$ cat config.mk
export PLATFORM = sky130hd
export DESIGN_NAME = ftc_ram
export DESIGN_NICKNAME = d
export VERILOG_FILES = /design/src/sv/five_tuple_first_match_classifier_core_defines.svh /design/src/sv/ftc_ram.sv
export SDC_FILE = /design/constraint.sdc
export NUM_CORES = 1
export LEC_CHECK = 0
export ABC_AREA = 1
export BUFFER_PORTS_ARGS = -buffer_cell sky130_fd_sc_hd__buf_2
export CORE_MARGIN = 3
export CORE_UTILIZATION = 34
export DETAILED_ROUTE_END_ITERATION = 6
export GPL_TIMING_DRIVEN = 0
export HOLD_SLACK_MARGIN = 0.08
export PLACE_DENSITY_LB_ADDON = 0.2
export SLEW_MARGIN = 20
export SYNTH_ARGS = -nofsm -noshare
export SYNTH_HDL_FRONTEND = slang
export SYNTH_SLANG_ARGS = --single-unit
$ cat constraint.sdc
create_clock -name clk_i -period 2.3 [get_ports clk_i]
set_input_delay 0.345 -clock clk_i [delete_from_list [all_inputs] [get_ports clk_i]]
set_output_delay 0.345 -clock clk_i [all_outputs]
set_load 0.05 [all_outputs]
$ cat src/sv/five_tuple_first_match_classifier_core_defines.svh
// assertion macros for the five-tuple classifier core
// expects clk_i and rst_ni in the scope of each use
`ifndef FIVE_TUPLE_FIRST_MATCH_CLASSIFIER_CORE_DEFINES_SVH
`define FIVE_TUPLE_FIRST_MATCH_CLASSIFIER_CORE_DEFINES_SVH

// same-cycle implication, checked outside reset
`define FTC_ASSERT_IMPL(label, ante, cons, msg) \
  label: assert property (@(posedge clk_i) disable iff (!rst_ni) (ante) |-> (cons)) \
    else $error(msg);

// next-cycle implication, checked outside reset
`define FTC_ASSERT_NEXT(label, ante, cons, msg) \
  label: assert property (@(posedge clk_i) disable iff (!rst_ni) (ante) |=> (cons)) \
    else $error(msg);

`endif

$ cat src/sv/ftc_ram.sv
// generic single-write, single-read ram with registered read data
// no dependencies; holds the rule table of the classifier
module ftc_ram #(
  parameter int WIDTH = 8,
  parameter int DEPTH = 16,
  localparam int AW = (DEPTH > 1) ? $clog2(DEPTH) : 1
) (
  input  logic             clk_i,
  input  logic             we_i,
  input  logic [AW-1:0]    waddr_i,
  input  logic [WIDTH-1:0] wdata_i,
  input  logic             re_i,
  input  logic [AW-1:0]    raddr_i,
  output logic [WIDTH-1:0] rdata_o
);

  logic [WIDTH-1:0] mem_q [DEPTH];
  logic [WIDTH-1:0] rdata_q;

  // write port
  always_ff @(posedge clk_i) begin
    if (we_i) begin
      mem_q[waddr_i] <= wdata_i;
    end
  end

  // registered read port
  always_ff @(posedge clk_i) begin
    if (re_i) begin
      rdata_q <= mem_q[raddr_i];
    end
  end

  assign rdata_o = rdata_q;

endmodule
==> results.py <==
metrics = {
    "status": {
        "status": "finished, final reports clean",
    },
    "clock_tree": {
        "post_cts_resized": 0,
        "clockRootBuffer": "clkbuf_16",
        "clock_sinks": 136,
        "cts_hold_buffers": 0,
        "tritoncts": "done",
        "cts_buffers": 17,
        "cts.path.max_buffers": 2,
        "h-tree-depth": 4,
        "postCtsSetupRepairBufs": 0,
        "clk_pin_slew_ns": 0.05,
        "insertion_delay_ns": 0.43,
    },
    "yosys": {
        "synth.cell_area_um2": 5850,
        "synth_area_leaders": "edfxtp_1, nand2_1, nand3_1",
        "async_flop_share": 0,
        "syn_nets": 570,
        "synth_common_cells": "nand2_1, edfxtp_1, inv_1",
        "synth_top_area_frac": 0.698,
        "dominantRegCellSynth": "edfxtp_1",
        "avgSynthCellArea_um2": 10.6,
        "yosysWarningCount": 0,
        "synth_edf_count": 136,
        "synth.most_common_cell": "nand2_1",
        "yosys.area.top_type": "edfxtp_1",
        "synthCells": 551,
        "yosys_register_bits": 136,
        "ys_seq_area_frac": 0.698,
        "ys_types": 11,
    },
    "sta": {
        "drv_slew": 0,
        "finClkSkew_ns": 0.00519,
        "fin_hold_ws_ns": 0.247,
        "fmax_mhz": 695,
        "worst_pin_slew_ns": 0.995,
        "period_share": 0.625,
        "layout_setup_ws_ns": 0.861,
        "relSlewSlack": 0.335,
        "setup_violations": 0,
        "tns_ns": 0,
        "fin_crit_ns": 1.44,
        "hold_viol": 0,
        "rsz0062_at_grt": "false",
    },
    "global_route": {
        "grtUsageMet2": 0.232,
        "grt_max_degree": 17,
        "gr-usage-met1": 0.235,
        "grt_pass1_vias": 3623,
        "grt-busiest-layer": "met1",
        "antenna_found_initial": 0,
        "grt_pass1_wl_um": 21700,
        "track_usage": 0.163,
        "use_met3": 0.0375,
        "gr-total-overflow": 0,
    },
    "pwr": {
        "max-vdd-ir-drop_mv": 0.548,
        "p_total_mw": 5.84,
        "leakage_nw": 2.90,
        "powerDensity_nw_per_um2": 858,
    },
    "flow_run": {
        "maxCapViolCount": 0,
    },
    "worst_setup_path": {
        "criticalPathCategory": "primary input to flop",
        "crit_required_ns": 2.34,
        "worstPathMaxFanout": 8,
        "crit_arrival_ns": 1.48,
        "start_kind": "primary input",
        "end_kind": "flop",
    },
    "floorplan": {
        "die_height_um": 137,
        "die_w_um": 137,
        "start_util": 0.350,
        "io_pins": 27,
        "core_area_um2": 16700,
        "num_rows": 47,
        "dieArea_um2": 18800,
    },
    "cells_and_area": {
        "area_growth_pct": 16.4,
        "drive_gt1_frac": 0.119,
        "antenna_cells": 0,
        "fin_cells": 826,
        "fin_nets": 612,
    },
    "detailed_routing": {
        "via_count": 3822,
        "ant_nets": 0,
        "post-route-drc-count": 0,
        "routed_wl_um": 14400,
        "via_per_inst": 4.63,
        "routedWlPerCell_um": 17.4,
        "dr.pass1.iters": 5,
        "drt_iter0_drc": 282,
    },
    "place": {
        "dp.cells": 794,
        "dpl.hpwl_um": 9750,
        "port-buffer-count": 23,
        "place_ws_ns": 0.383,
        "gp_congestion": 0.825,
    },
    "worst_hold_path": {
        "min-delay-path-class": "primary input to flop",
    },
}
## metrics by stage
stage	area, um2	util
floorplan	5850	-
global placement	6240	0.373
detailed placement	6240	0.373
CTS	6810	0.408
global route	6810	0.408
finish	6810	0.408
## logic make-up after synthesis
| logic type | after synthesis | share of synthesized area |
|---|---|---|
| buf+inv | 126 | 0.0939 |
| flops | 136 | 0.698 |
| simple gates | 289 | 0.208 |
## cell usage in the layout, fill, tap and decap left out, types with 3 or more instances in the layout
| master | count |
|---|---|
| nand2_1 | 173 |
| edfxtp_1 | 136 |
| inv_1 | 100 |
| nand3_1 | 97 |
| buf_2 | 36 |
| nor2_1 | 17 |
| clkbuf_16 | 17 |
| buf_6 | 6 |
| buf_4 | 4 |
| clkinv_1 | 4 |
| clkbuf_1 | 4 |
| bufinv_16 | 3 |
## area by class of cell
class / instances / area (um2)
fill: 1655 / 9890
sequential: 136 / 4080
multi-input combinational: 289 / 1210
clock buffer: 21 / 440
inverter: 102 / 383
tap: 220 / 275
buffer: 24 / 166
clock inverter: 11 / 130
timing repair buffer: 23 / 115
## where the power goes
| part | switching [mW] | leakage, nW | internal (mW) |
|---|---|---|---|
| registers | 0.0120 | 1.24 | 2.79 |
| logic | 0.298 | 1.39 | 0.104 |
| clock network | 0.955 | 0.271 | 1.68 |
| total | 1.26 | 2.90 | 4.58 |
## layer usage
| metal | share of wire | up-vias |
|---|---|---|
| met5 | 0 | - |
| met4 | 0.033 | 0 |
| met3 | 0.043 | 29 |
| met2 | 0.44 | 112 |
| met1 | 0.49 | 1808 |
| li1 | - | 1873 |
## flip-flops by register name, summed over array words and instances (netlist names)
name     count
rdata_o      8
mem_q      128
## final timing paths
path           startpoint  cells past startpoint  slack (ns)           end
max            waddr_i[1]                      4        0.86  mem_q[13][2]
max reg2reg   mem_q[6][3]                      6        1.12    rdata_o[3]
min reg2reg  mem_q[12][5]                      6        0.80    rdata_o[5]
min                  re_i                      1        0.25    rdata_o[4]
## worst max-delay path: stages
cell,delay (ns)
buf_2,0.12
inv_1,0.06
nand2_1,0.15
nor2_1,0.81
Power figures use the tool's default switching activity.
